## src/rtl/bel_pkg.sv

```systemverilog
// Shared types, codes and keyword tables for the boolean expression lexer.
`default_nettype none

package bel_pkg;

   localparam int POS_BITS_DEFAULT = 16;
   localparam int QUEUE_DEPTH      = 4;

   // result kinds
   localparam logic [3:0] KIND_LEFT    = 4'd0;
   localparam logic [3:0] KIND_RIGHT   = 4'd1;
   localparam logic [3:0] KIND_COMMA   = 4'd2;
   localparam logic [3:0] KIND_OR      = 4'd3;
   localparam logic [3:0] KIND_AND     = 4'd4;
   localparam logic [3:0] KIND_NOT     = 4'd5;
   localparam logic [3:0] KIND_SYMBOL  = 4'd6;
   localparam logic [3:0] KIND_LITCHAR = 4'd7;
   localparam logic [3:0] KIND_LITEND  = 4'd8;
   localparam logic [3:0] KIND_DONE    = 4'd9;
   localparam logic [3:0] KIND_ERROR   = 4'd10;

   localparam logic [7:0] CH_LEFT  = 8'h28;
   localparam logic [7:0] CH_RIGHT = 8'h29;
   localparam logic [7:0] CH_COMMA = 8'h2C;
   localparam logic [7:0] CH_QUOTE = 8'h27;
   localparam logic [7:0] CH_SPACE = 8'h20;
   localparam logic [7:0] CH_TAB   = 8'h09;
   localparam logic [7:0] CH_CR    = 8'h0D;

   // keyword spellings, zero padded; row order gives the keyword select code
   localparam logic [7:0] KW_TEXT [0:3][0:7] = '{
      '{"O", "r", 8'h00, 8'h00, 8'h00, 8'h00, 8'h00, 8'h00},
      '{"A", "n", "d", 8'h00, 8'h00, 8'h00, 8'h00, 8'h00},
      '{"N", "o", "t", 8'h00, 8'h00, 8'h00, 8'h00, 8'h00},
      '{"S", "y", "m", "b", "o", "l", 8'h00, 8'h00}
   };
   localparam logic [2:0] KW_LEN  [0:3] = '{3'd2, 3'd3, 3'd3, 3'd6};
   localparam logic [3:0] KW_KIND [0:3] = '{KIND_OR, KIND_AND, KIND_NOT, KIND_SYMBOL};

   typedef struct packed {
      logic [3:0]  kind;
      logic [7:0]  lit_char;
      logic [15:0] position;
      logic        final_res;
   } result_type;

   // one or two results caused by one input item
   typedef struct packed {
      logic       second;
      result_type res0;
      result_type res1;
   } entry_type;

   function automatic logic [15:0] sat_pos(input logic [31:0] pos);
      sat_pos = (pos > 32'h0000_FFFF) ? 16'hFFFF : pos[15:0];
   endfunction

endpackage

`default_nettype wire

```

## src/rtl/boolean_expression_lexer.sv

```systemverilog
// Top level of the streaming boolean expression lexer.
//
// The req channel takes one text byte per item (req_ch) with req_end_of_text
// on the last byte of an expression. Whitespace is skipped. The rsp channel
// gives tokens, literal characters, literal ends, and a closing done or
// error result (rsp_final_res set). Each byte causes zero, one or two results.
//
// Throughput: one byte per cycle while the result side keeps up; the output
// register sends one result per cycle while the receiver is ready, so a byte
// with two results sends them in turn. Each result is queued, then registered.
// A four-entry queue between the lexer state and the output register absorbs
// bursts; req_ready drops only when that queue is full.
//
// Reset returns the lexer to idle with zero counts and empties the queue and
// output register. A stalled receiver holds the current result steady; the
// queue keeps filling until full, then the input stalls.
`default_nettype none

module boolean_expression_lexer #(
   parameter int POS_BITS = bel_pkg::POS_BITS_DEFAULT
) (
   input  logic        clock,
   input  logic        reset,
   input  logic        req_valid,
   output logic        req_ready,
   input  logic [7:0]  req_ch,
   input  logic        req_end_of_text,
   output logic        rsp_valid,
   input  logic        rsp_ready,
   output logic [3:0]  rsp_kind,
   output logic [7:0]  rsp_lit_char,
   output logic [15:0] rsp_position,
   output logic        rsp_final_res
);
   import bel_pkg::*;

   logic      take;
   logic      entry_valid;
   entry_type entry;
   logic      q_full, q_empty, q_pop;
   entry_type q_head;

   assign req_ready = !q_full;
   assign take      = req_valid && req_ready;

   bel_front #(
      .POS_BITS(POS_BITS)
   ) u_front (
      .clock       (clock),
      .reset       (reset),
      .take        (take),
      .ch          (req_ch),
      .end_of_text (req_end_of_text),
      .entry_valid (entry_valid),
      .entry       (entry)
   );

   bel_queue u_queue (
      .clock      (clock),
      .reset      (reset),
      .push       (entry_valid),
      .push_entry (entry),
      .pop        (q_pop),
      .full       (q_full),
      .empty      (q_empty),
      .head       (q_head)
   );

   bel_back u_back (
      .clock         (clock),
      .reset         (reset),
      .empty         (q_empty),
      .head          (q_head),
      .pop           (q_pop),
      .rsp_ready     (rsp_ready),
      .rsp_valid     (rsp_valid),
      .rsp_kind      (rsp_kind),
      .rsp_lit_char  (rsp_lit_char),
      .rsp_position  (rsp_position),
      .rsp_final_res (rsp_final_res)
   );

endmodule

`default_nettype wire

```

## src/rtl/bel_front.sv

```systemverilog
// Lexer front end: tracks token state per text byte and builds result entries.
`default_nettype none

module bel_front #(
   parameter int POS_BITS = bel_pkg::POS_BITS_DEFAULT
) (
   input  logic               clock,
   input  logic               reset,
   input  logic               take,
   input  logic [7:0]         ch,
   input  logic               end_of_text,
   output logic               entry_valid,
   output bel_pkg::entry_type entry
);
   import bel_pkg::*;

   typedef enum logic [3:0] {
      MODE_IDLE    = 4'b0001,
      MODE_KEYWORD = 4'b0010,
      MODE_LITERAL = 4'b0100,
      MODE_ERROR   = 4'b1000
   } mode_type;

   mode_type            mode_ff, mode_in;
   logic [1:0]          sel_ff, sel_in;
   logic [2:0]          idx_ff, idx_in;
   logic [POS_BITS-1:0] start_ff, start_in;
   logic [POS_BITS-1:0] count_ff, count_in;

   logic       space;
   logic       err_now;
   logic       first_hit;
   logic [1:0] first_sel;
   logic [2:0] idx_next;
   logic       prim_v, close_v;
   result_type prim, close;

   always_comb begin
      first_hit = 1'b0;
      first_sel = 2'd0;
      for (int s = 3; s >= 0; s--) begin
         if (KW_TEXT[s][0] == ch) begin
            first_hit = 1'b1;
            first_sel = 2'(s);
         end
      end
   end

   assign space    = (ch >= CH_TAB && ch <= CH_CR) || ch == CH_SPACE;
   assign idx_next = idx_ff + 3'd1;

   always_comb begin
      mode_in  = mode_ff;
      sel_in   = sel_ff;
      idx_in   = idx_ff;
      start_in = start_ff;
      count_in = count_ff;
      err_now  = 1'b0;
      prim_v   = 1'b0;
      prim     = '0;
      close_v  = 1'b0;
      close    = '0;
      if (take) begin
         if (!space && mode_ff != MODE_ERROR) begin
            if (count_ff != '1) begin
               count_in = count_ff + 1'b1;
            end
            case (mode_ff)
               MODE_IDLE: begin
                  if (ch == CH_LEFT) begin
                     prim_v    = 1'b1;
                     prim.kind = KIND_LEFT;
                  end else if (ch == CH_RIGHT) begin
                     prim_v    = 1'b1;
                     prim.kind = KIND_RIGHT;
                  end else if (ch == CH_COMMA) begin
                     prim_v    = 1'b1;
                     prim.kind = KIND_COMMA;
                  end else if (ch == CH_QUOTE) begin
                     mode_in  = MODE_LITERAL;
                     start_in = count_ff;
                  end else if (first_hit) begin
                     mode_in  = MODE_KEYWORD;
                     sel_in   = first_sel;
                     idx_in   = 3'd1;
                     start_in = count_ff;
                  end else begin
                     mode_in  = MODE_ERROR;
                     start_in = count_ff;
                     err_now  = 1'b1;
                  end
               end
               MODE_KEYWORD: begin
                  if (ch == KW_TEXT[sel_ff][idx_ff] && ch != 8'h00) begin
                     if (idx_next >= KW_LEN[sel_ff]) begin
                        prim_v    = 1'b1;
                        prim.kind = KW_KIND[sel_ff];
                        mode_in   = MODE_IDLE;
                        idx_in    = 3'd0;
                     end else begin
                        idx_in = idx_next;
                     end
                  end else begin
                     mode_in = MODE_ERROR;
                     err_now = 1'b1;
                  end
               end
               MODE_LITERAL: begin
                  prim_v = 1'b1;
                  if (ch == CH_QUOTE) begin
                     prim.kind = KIND_LITEND;
                     mode_in   = MODE_IDLE;
                  end else begin
                     prim.kind     = KIND_LITCHAR;
                     prim.lit_char = ch;
                  end
               end
               default: ;
            endcase
            if (err_now) begin
               prim_v         = 1'b1;
               prim.kind      = KIND_ERROR;
               prim.position  = sat_pos(32'(start_in));
               prim.final_res = end_of_text;
            end
         end
         if (end_of_text) begin
            if (!err_now) begin
               close_v         = 1'b1;
               close.final_res = 1'b1;
               if (mode_in == MODE_IDLE) begin
                  close.kind = KIND_DONE;
               end else if (mode_in == MODE_LITERAL) begin
                  // unterminated literal reports the stripped text length
                  close.kind     = KIND_ERROR;
                  close.position = sat_pos(32'(count_in));
               end else begin
                  close.kind     = KIND_ERROR;
                  close.position = sat_pos(32'(start_in));
               end
            end
            mode_in  = MODE_IDLE;
            sel_in   = 2'd0;
            idx_in   = 3'd0;
            start_in = '0;
            count_in = '0;
         end
      end
   end

   always_comb begin
      entry_valid = prim_v || close_v;
      if (prim_v) begin
         entry.second = close_v;
         entry.res0   = prim;
         entry.res1   = close;
      end else begin
         entry.second = 1'b0;
         entry.res0   = close;
         entry.res1   = '0;
      end
   end

   always_ff @(posedge clock) begin
      if (reset) begin
         mode_ff  <= MODE_IDLE;
         sel_ff   <= 2'd0;
         idx_ff   <= 3'd0;
         start_ff <= '0;
         count_ff <= '0;
      end else begin
         mode_ff  <= mode_in;
         sel_ff   <= sel_in;
         idx_ff   <= idx_in;
         start_ff <= start_in;
         count_ff <= count_in;
      end
   end

endmodule

`default_nettype wire

```

## src/rtl/bel_queue.sv

```systemverilog
// Short FIFO of result entries between the lexer front end and the output stage.
`default_nettype none

module bel_queue (
   input  logic               clock,
   input  logic               reset,
   input  logic               push,
   input  bel_pkg::entry_type push_entry,
   input  logic               pop,
   output logic               full,
   output logic               empty,
   output bel_pkg::entry_type head
);
   import bel_pkg::*;

   localparam int DEPTH  = QUEUE_DEPTH;
   localparam int PTR_W  = (DEPTH > 1) ? $clog2(DEPTH) : 1;
   localparam int CNT_W  = $clog2(DEPTH + 1);

   entry_type        slots_ff [DEPTH];
   logic [PTR_W-1:0] wr_ff, wr_in;
   logic [PTR_W-1:0] rd_ff, rd_in;
   logic [CNT_W-1:0] count_ff, count_in;
   logic             do_push, do_pop;

   assign full    = (count_ff == CNT_W'(DEPTH));
   assign empty   = (count_ff == '0);
   assign do_push = push && !full;
   assign do_pop  = pop && !empty;
   assign head    = slots_ff[rd_ff];

   always_comb begin
      wr_in    = wr_ff;
      rd_in    = rd_ff;
      count_in = count_ff;
      if (do_push) begin
         wr_in = (wr_ff == PTR_W'(DEPTH - 1)) ? '0 : wr_ff + 1'b1;
      end
      if (do_pop) begin
         rd_in = (rd_ff == PTR_W'(DEPTH - 1)) ? '0 : rd_ff + 1'b1;
      end
      if (do_push && !do_pop) begin
         count_in = count_ff + 1'b1;
      end else if (do_pop && !do_push) begin
         count_in = count_ff - 1'b1;
      end
   end

   always_ff @(posedge clock) begin
      if (do_push) begin
         slots_ff[wr_ff] <= push_entry;
      end
   end

   always_ff @(posedge clock) begin
      if (reset) begin
         wr_ff    <= '0;
         rd_ff    <= '0;
         count_ff <= '0;
      end else begin
         wr_ff    <= wr_in;
         rd_ff    <= rd_in;
         count_ff <= count_in;
      end
   end

endmodule

`default_nettype wire

```

## src/rtl/bel_back.sv

```systemverilog
// Output stage: splits queued entries into single results behind an output register.
`default_nettype none

module bel_back (
   input  logic               clock,
   input  logic               reset,
   input  logic               empty,
   input  bel_pkg::entry_type head,
   output logic               pop,
   input  logic               rsp_ready,
   output logic               rsp_valid,
   output logic [3:0]         rsp_kind,
   output logic [7:0]         rsp_lit_char,
   output logic [15:0]        rsp_position,
   output logic               rsp_final_res
);
   import bel_pkg::*;

   logic       valid_ff, valid_in;
   logic       phase_ff, phase_in;
   result_type out_ff;
   logic       load;

   assign load = !empty && (!valid_ff || rsp_ready);
   // entry leaves the queue once its last result is loaded
   assign pop  = load && (phase_ff || !head.second);

   always_comb begin
      phase_in = phase_ff;
      valid_in = valid_ff;
      if (load) begin
         phase_in = !pop;
         valid_in = 1'b1;
      end else if (rsp_ready) begin
         valid_in = 1'b0;
      end
   end

   always_ff @(posedge clock) begin
      if (load) begin
         out_ff <= phase_ff ? head.res1 : head.res0;
      end
   end

   always_ff @(posedge clock) begin
      if (reset) begin
         valid_ff <= 1'b0;
         phase_ff <= 1'b0;
      end else begin
         valid_ff <= valid_in;
         phase_ff <= phase_in;
      end
   end

   assign rsp_valid     = valid_ff;
   assign rsp_kind      = out_ff.kind;
   assign rsp_lit_char  = out_ff.lit_char;
   assign rsp_position  = out_ff.position;
   assign rsp_final_res = out_ff.final_res;

endmodule

`default_nettype wire

```

## config.mk

```make
export PLATFORM = sky130hd
export DESIGN_NAME = boolean_expression_lexer
export DESIGN_NICKNAME = d
export VERILOG_FILES = /design/src/rtl/bel_pkg.sv /design/src/rtl/boolean_expression_lexer.sv /design/src/rtl/bel_front.sv /design/src/rtl/bel_queue.sv /design/src/rtl/bel_back.sv
export SDC_FILE = /design/constraint.sdc
export NUM_CORES = 1
export LEC_CHECK = 0
export BUFFER_PORTS_ARGS = -buffer_cell sky130_fd_sc_hd__buf_2
export CORE_MARGIN = 8
export CORE_UTILIZATION = 60
export DETAILED_ROUTE_END_ITERATION = 6
export PLACE_DENSITY = 0.77
export RECOVER_POWER = 100
export SLEW_MARGIN = 15
export SYNTH_ARGS = -nofsm -noshare
export SYNTH_HDL_FRONTEND = slang
export SYNTH_HIERARCHICAL = 1
export SYNTH_SLANG_ARGS = --single-unit
```

## constraint.sdc

```tcl
create_clock -name clock -period 14.5 [get_ports clock]
set_input_delay 2.175 -clock clock [delete_from_list [all_inputs] [get_ports clock]]
set_output_delay 2.175 -clock clock [all_outputs]
set_load 0.03 [all_outputs]
```

==> report_table.html <==
<table>
<tr><th>Metric</th><th>Value</th></tr>
<tr><th colspan="2">Global route</th></tr>
<tr><td>Most Crowded Layer GR</td><td>met2</td></tr>
<tr><td>Met3 usage</td><td>2.79%</td></tr>
<tr><td>Antenna violations before repair</td><td>0</td></tr>
<tr><td>Met2 demand-to-capacity share in global routing</td><td>33.3%</td></tr>
<tr><td>Global-route wire length before repair</td><td>46.0 mm</td></tr>
<tr><td>Vias in the first global route</td><td>about 8600</td></tr>
<tr><td>Total GRT Usage</td><td>roughly 20%</td></tr>
<tr><td>Met1 track demand over resource</td><td>about a quarter</td></tr>
<tr><td>Overflow left after global routing</td><td>0</td></tr>
<tr><td>Pin count of the biggest net entering global routing</td><td>60</td></tr>
<tr><th colspan="2">Cells and area</th></tr>
<tr><td>Final Instance Area</td><td>between 15000 and 20000 µm²</td></tr>
<tr><td>Count of filler cells inserted in the layout</td><td>roughly 1700</td></tr>
<tr><td>Share of layout cells above drive strength 1</td><td>roughly 16%</td></tr>
<tr><td>Number of antenna cells inserted</td><td>0</td></tr>
<tr><td>Post-layout utilization of the core</td><td>between 60 and 70%</td></tr>
<tr><td>Synth-to-layout area growth</td><td>8.08%</td></tr>
<tr><td>Net count reported at finish</td><td>roughly 1100</td></tr>
<tr><th colspan="2">Yosys</th></tr>
<tr><td>Count of flip-flops with a built-in enable after synthesis</td><td>265</td></tr>
<tr><td>Cell area after synthesis</td><td>around 14000 µm²</td></tr>
<tr><td>Fraction of the yosys area taken by sequential cells</td><td>~63%</td></tr>
<tr><td>Top FF cell, synth</td><td>sky130_fd_sc_hd__edfxtp_1</td></tr>
<tr><td>Post-synth top cells</td><td>265 x sky130_fd_sc_hd__edfxtp_1, 85 x sky130_fd_sc_hd__nor2_1, 59 x sky130_fd_sc_hd__mux4_2</td></tr>
<tr><td>Ys async rst share</td><td>0%</td></tr>
<tr><td>Most common cell in the synthesized netlist</td><td>sky130_fd_sc_hd__edfxtp_1</td></tr>
<tr><td>Avg Synthesized Cell Area</td><td>14.3 µm²</td></tr>
<tr><td>Count of state elements after synthesis</td><td>317</td></tr>
<tr><td>Number of distinct standard cells referenced by the synthesized netlist</td><td>80</td></tr>
<tr><td>Yosys warning total</td><td>6</td></tr>
<tr><td>Top cells by area, synth</td><td>sky130_fd_sc_hd__edfxtp_1 55%, sky130_fd_sc_hd__mux4_2 9.2%, sky130_fd_sc_hd__dfxtp_1 7.2%</td></tr>
<tr><td>Post-synthesis cell type with the largest combined area</td><td>sky130_fd_sc_hd__edfxtp_1</td></tr>
<tr><td>Synth top area share</td><td>55.3%</td></tr>
<tr><td>Number of instances in the synthesized netlist</td><td>1006</td></tr>
<tr><th colspan="2">Timing</th></tr>
<tr><td>Final Hold Slack</td><td>0.503 ns</td></tr>
<tr><td>Fin. Hold Viols</td><td>0</td></tr>
<tr><td>Final count of negative-setup-slack endpoints</td><td>0</td></tr>
<tr><td>Slew at the pin closest to its max-slew limit</td><td>slightly below 4 ns</td></tr>
<tr><td>Setup repair after global routing missed its margin</td><td>no</td></tr>
<tr><td>Max Transition Viols Final</td><td>382</td></tr>
<tr><td>Minimum clock period</td><td>7.63 ns</td></tr>
<tr><td>Highest achievable clock rate</td><td>131 MHz</td></tr>
<tr><td>Max-Slew Margin vs Limit</td><td>-157%</td></tr>
<tr><td>Sum of negative setup slack</td><td>0 ns</td></tr>
<tr><td>Fin crit share</td><td>52.6%</td></tr>
<tr><td>Setup skew after layout</td><td>about 0.01 ns</td></tr>
<tr><th colspan="2">Floorplanning</th></tr>
<tr><td>Initial cell density of the core</td><td>about three fifths</td></tr>
<tr><td>Die ar.</td><td>29200 µm²</td></tr>
<tr><td>Vertical die dimension</td><td>between 150 and 200 µm</td></tr>
<tr><td>Core Footprint</td><td>approximately 23000 µm²</td></tr>
<tr><td>Number of placement rows</td><td>between 50 and 60</td></tr>
<tr><td>Die W</td><td>171 µm</td></tr>
<tr><td>Number of primary I/O pins</td><td>44</td></tr>
<tr><th colspan="2">Setup path</th></tr>
<tr><td>Data arrival at the endpoint of the critical path</td><td>7.74 ns</td></tr>
<tr><td>Type of origin of the critical path</td><td>input pin</td></tr>
<tr><td>Endpoint class of the critical path</td><td>register</td></tr>
<tr><td>Critical path peak fanout</td><td>17</td></tr>
<tr><td>Critical path class</td><td>input pin to register</td></tr>
<tr><td>Endpoint required time on the critical path</td><td>around 15 ns</td></tr>
<tr><td>Reg2reg setup slack</td><td>7.95 ns</td></tr>
<tr><th colspan="2">Drt</th></tr>
<tr><td>Total DRC errors in the routed layout</td><td>0</td></tr>
<tr><td>Iteration-0 DRC count of the detailed router</td><td>roughly 850</td></tr>
<tr><td>Number of vias in the routed layout</td><td>roughly 8600</td></tr>
<tr><td>Remaining antenna violation count</td><td>0</td></tr>
<tr><td>Routed length per placed instance</td><td>around 21 µm</td></tr>
<tr><td>Total wire length</td><td>about 29 mm</td></tr>
<tr><td>Detailed-router iteration count before antenna repair</td><td>5</td></tr>
<tr><td>Vias per std cell</td><td>6.31</td></tr>
<tr><th colspan="2">Clock network</th></tr>
<tr><td>Clock slew at reported path FFs</td><td>~0.06 ns</td></tr>
<tr><td>Cts bufs inserted</td><td>30</td></tr>
<tr><td>Cts-stage hold buffer count</td><td>0</td></tr>
<tr><td># H-tree levels</td><td>1</td></tr>
<tr><td>Largest buffer count on any clock path</td><td>3</td></tr>
<tr><td>Clock network latency to the later pin of the worst-skew pair</td><td>approximately 0.54 ns</td></tr>
<tr><td>TritonCTS clock tree</td><td>yes</td></tr>
<tr><td>Clock root cell</td><td>sky130_fd_sc_hd__clkbuf_16</td></tr>
<tr><td>Number of gates resized after CTS</td><td>0</td></tr>
<tr><td>TritonCTS sink count</td><td>317</td></tr>
<tr><td>Postcts setup bufs</td><td>0</td></tr>
<tr><th colspan="2">Job</th></tr>
<tr><td>Reported max-cap violation count</td><td>11</td></tr>
<tr><th colspan="2">Placed design</th></tr>
<tr><td>Post-DP Area</td><td>roughly 15000 µm²</td></tr>
<tr><td>Detailed Place HPWL</td><td>between 15 and 20 mm</td></tr>
<tr><td>Count of input and output buffers</td><td>43</td></tr>
<tr><td>Routability-driven placement congestion ratio</td><td>0.918</td></tr>
<tr><th colspan="2">Power</th></tr>
<tr><td>Overall Power</td><td>between 2000 and 3000 µW</td></tr>
<tr><td>IR drop worst, VDD</td><td>about 0.11 mV</td></tr>
<tr><td>Leak Pwr</td><td>approximately 0.0051 µW</td></tr>
<tr><td>PwrDens</td><td>about 170 nW/µm²</td></tr>
<tr><th colspan="2">Worst hold path</th></tr>
<tr><td>Min-delay worst type</td><td>register to register</td></tr>
<tr><th colspan="2">Status</th></tr>
<tr><td>Failing checks</td><td>capacitance limit, slew limit</td></tr>
<tr><td>Result of the run</td><td>finished with violations</td></tr>
</table>
==> area by class of cell <==
cell class              instances  area (µm²)  area share [%]
repair buffers                 58         253            1.63
flip-flops and latches        317        9000            57.9
clock buffers                  38         812            5.23
multi-input cells             600        4840            31.1
clock inverters                17         174            1.12
inverters                      17        63.8           0.411
well taps                     319         399            2.57
==> kinds of logic after synthesis <==
kind of cell               share of synthesized area, %
DFF                                                62.6
and+or+nand+nor                                    10.0
AOI/OAI and AO/OA                                  8.39
muxes                                              13.3
buffers and inverters                              3.61
adders and majority gates                          1.53
xor gates and xnor gates                          0.487
other                                            0.0261
==> placed cells by master (no fill, tap or decap), types with 10 or more instances in the layout <==
cell type                   instances
sky130_fd_sc_hd__inv_1             15
sky130_fd_sc_hd__o22ai_1           17
sky130_fd_sc_hd__nand2_1           30
sky130_fd_sc_hd__nor2_1            93
sky130_fd_sc_hd__a22oi_1           20
sky130_fd_sc_hd__clkbuf_1          48
sky130_fd_sc_hd__ha_1              16
sky130_fd_sc_hd__dfxtp_1           51
sky130_fd_sc_hd__o21a_1            12
sky130_fd_sc_hd__mux2i_1           24
sky130_fd_sc_hd__buf_2             10
sky130_fd_sc_hd__and3_1            13
sky130_fd_sc_hd__clkbuf_16         31
sky130_fd_sc_hd__mux4_2            59
sky130_fd_sc_hd__edfxtp_1         265
sky130_fd_sc_hd__a21oi_1           40
sky130_fd_sc_hd__nor3_1            29
sky130_fd_sc_hd__o221ai_1          11
sky130_fd_sc_hd__nand3_1           25
sky130_fd_sc_hd__o21ai_0           32
sky130_fd_sc_hd__mux2_2            29
==> state kept, by name, summed over array words and instances (netlist names), 2 cells and up, named ones only <==
register             flops
u_back/rsp_position     16
u_queue/slots_ff       236
u_front/count_ff        16
u_queue/rd_ff            2
u_front/idx_ff           3
u_queue/count_ff         3
u_queue/wr_ff            2
u_back/rsp_kind          4
u_back/rsp_lit_char      8
u_front/start_ff        16
u_front/sel_ff           2
u_front/mode_ff          4
==> layer usage <==
metal,part of all wire (%),wire length [µm],vias to the layer above
met5,0,0,-
met4,3.5,1020,0
met3,6.3,1820,66
met1,42,12100,4301
met2,48,13900,282
li1,-,-,3973
==> final timing paths <==
kind	depth (start not counted)	startpoint	to
hold reg to reg	2	u_queue/rd_ff[0]$_SDFFE_PP0P_	register
setup / recovery	9	req_ch[2]	u_queue/slots_ff[0][26]$_DFFE_PP_
hold / removal	2	u_queue/rd_ff[0]$_SDFFE_PP0P_	register
setup reg to reg	12	u_front/sel_ff[1]$_SDFFE_PP0P_	u_queue/slots_ff[0][13]$_DFFE_PP_
==> stage by stage <==
step                setup slack (ns)  cells
floorplan                       8.50   1014
global placement                8.51   1311
detailed placement              8.48   1311
CTS                             9.00   1366
global route                    6.45   1366
finish                          6.87   1366
==> worst max-delay path, stage by stage <==
cell	delay [ns]
sky130_fd_sc_hd__clkbuf_1	0.45
sky130_fd_sc_hd__or3_1	0.25
sky130_fd_sc_hd__nor3_1	0.13
sky130_fd_sc_hd__nor4_1	1.29
sky130_fd_sc_hd__o21ai_0	0.24
sky130_fd_sc_hd__a31oi_1	0.36
sky130_fd_sc_hd__a21oi_1	0.18
sky130_fd_sc_hd__o21ai_0	2.09
sky130_fd_sc_hd__clkinv_1	0.57
==> power breakdown <==
| group | internal (µW) | switching (µW) |
|---|---|---|
| combinational | 276 | 420 |
| sequential | 1180 | 65.0 |
| clock | 450 | 318 |
| total | 1910 | 803 |
Note: power is estimated with default switching activity, not from simulation.
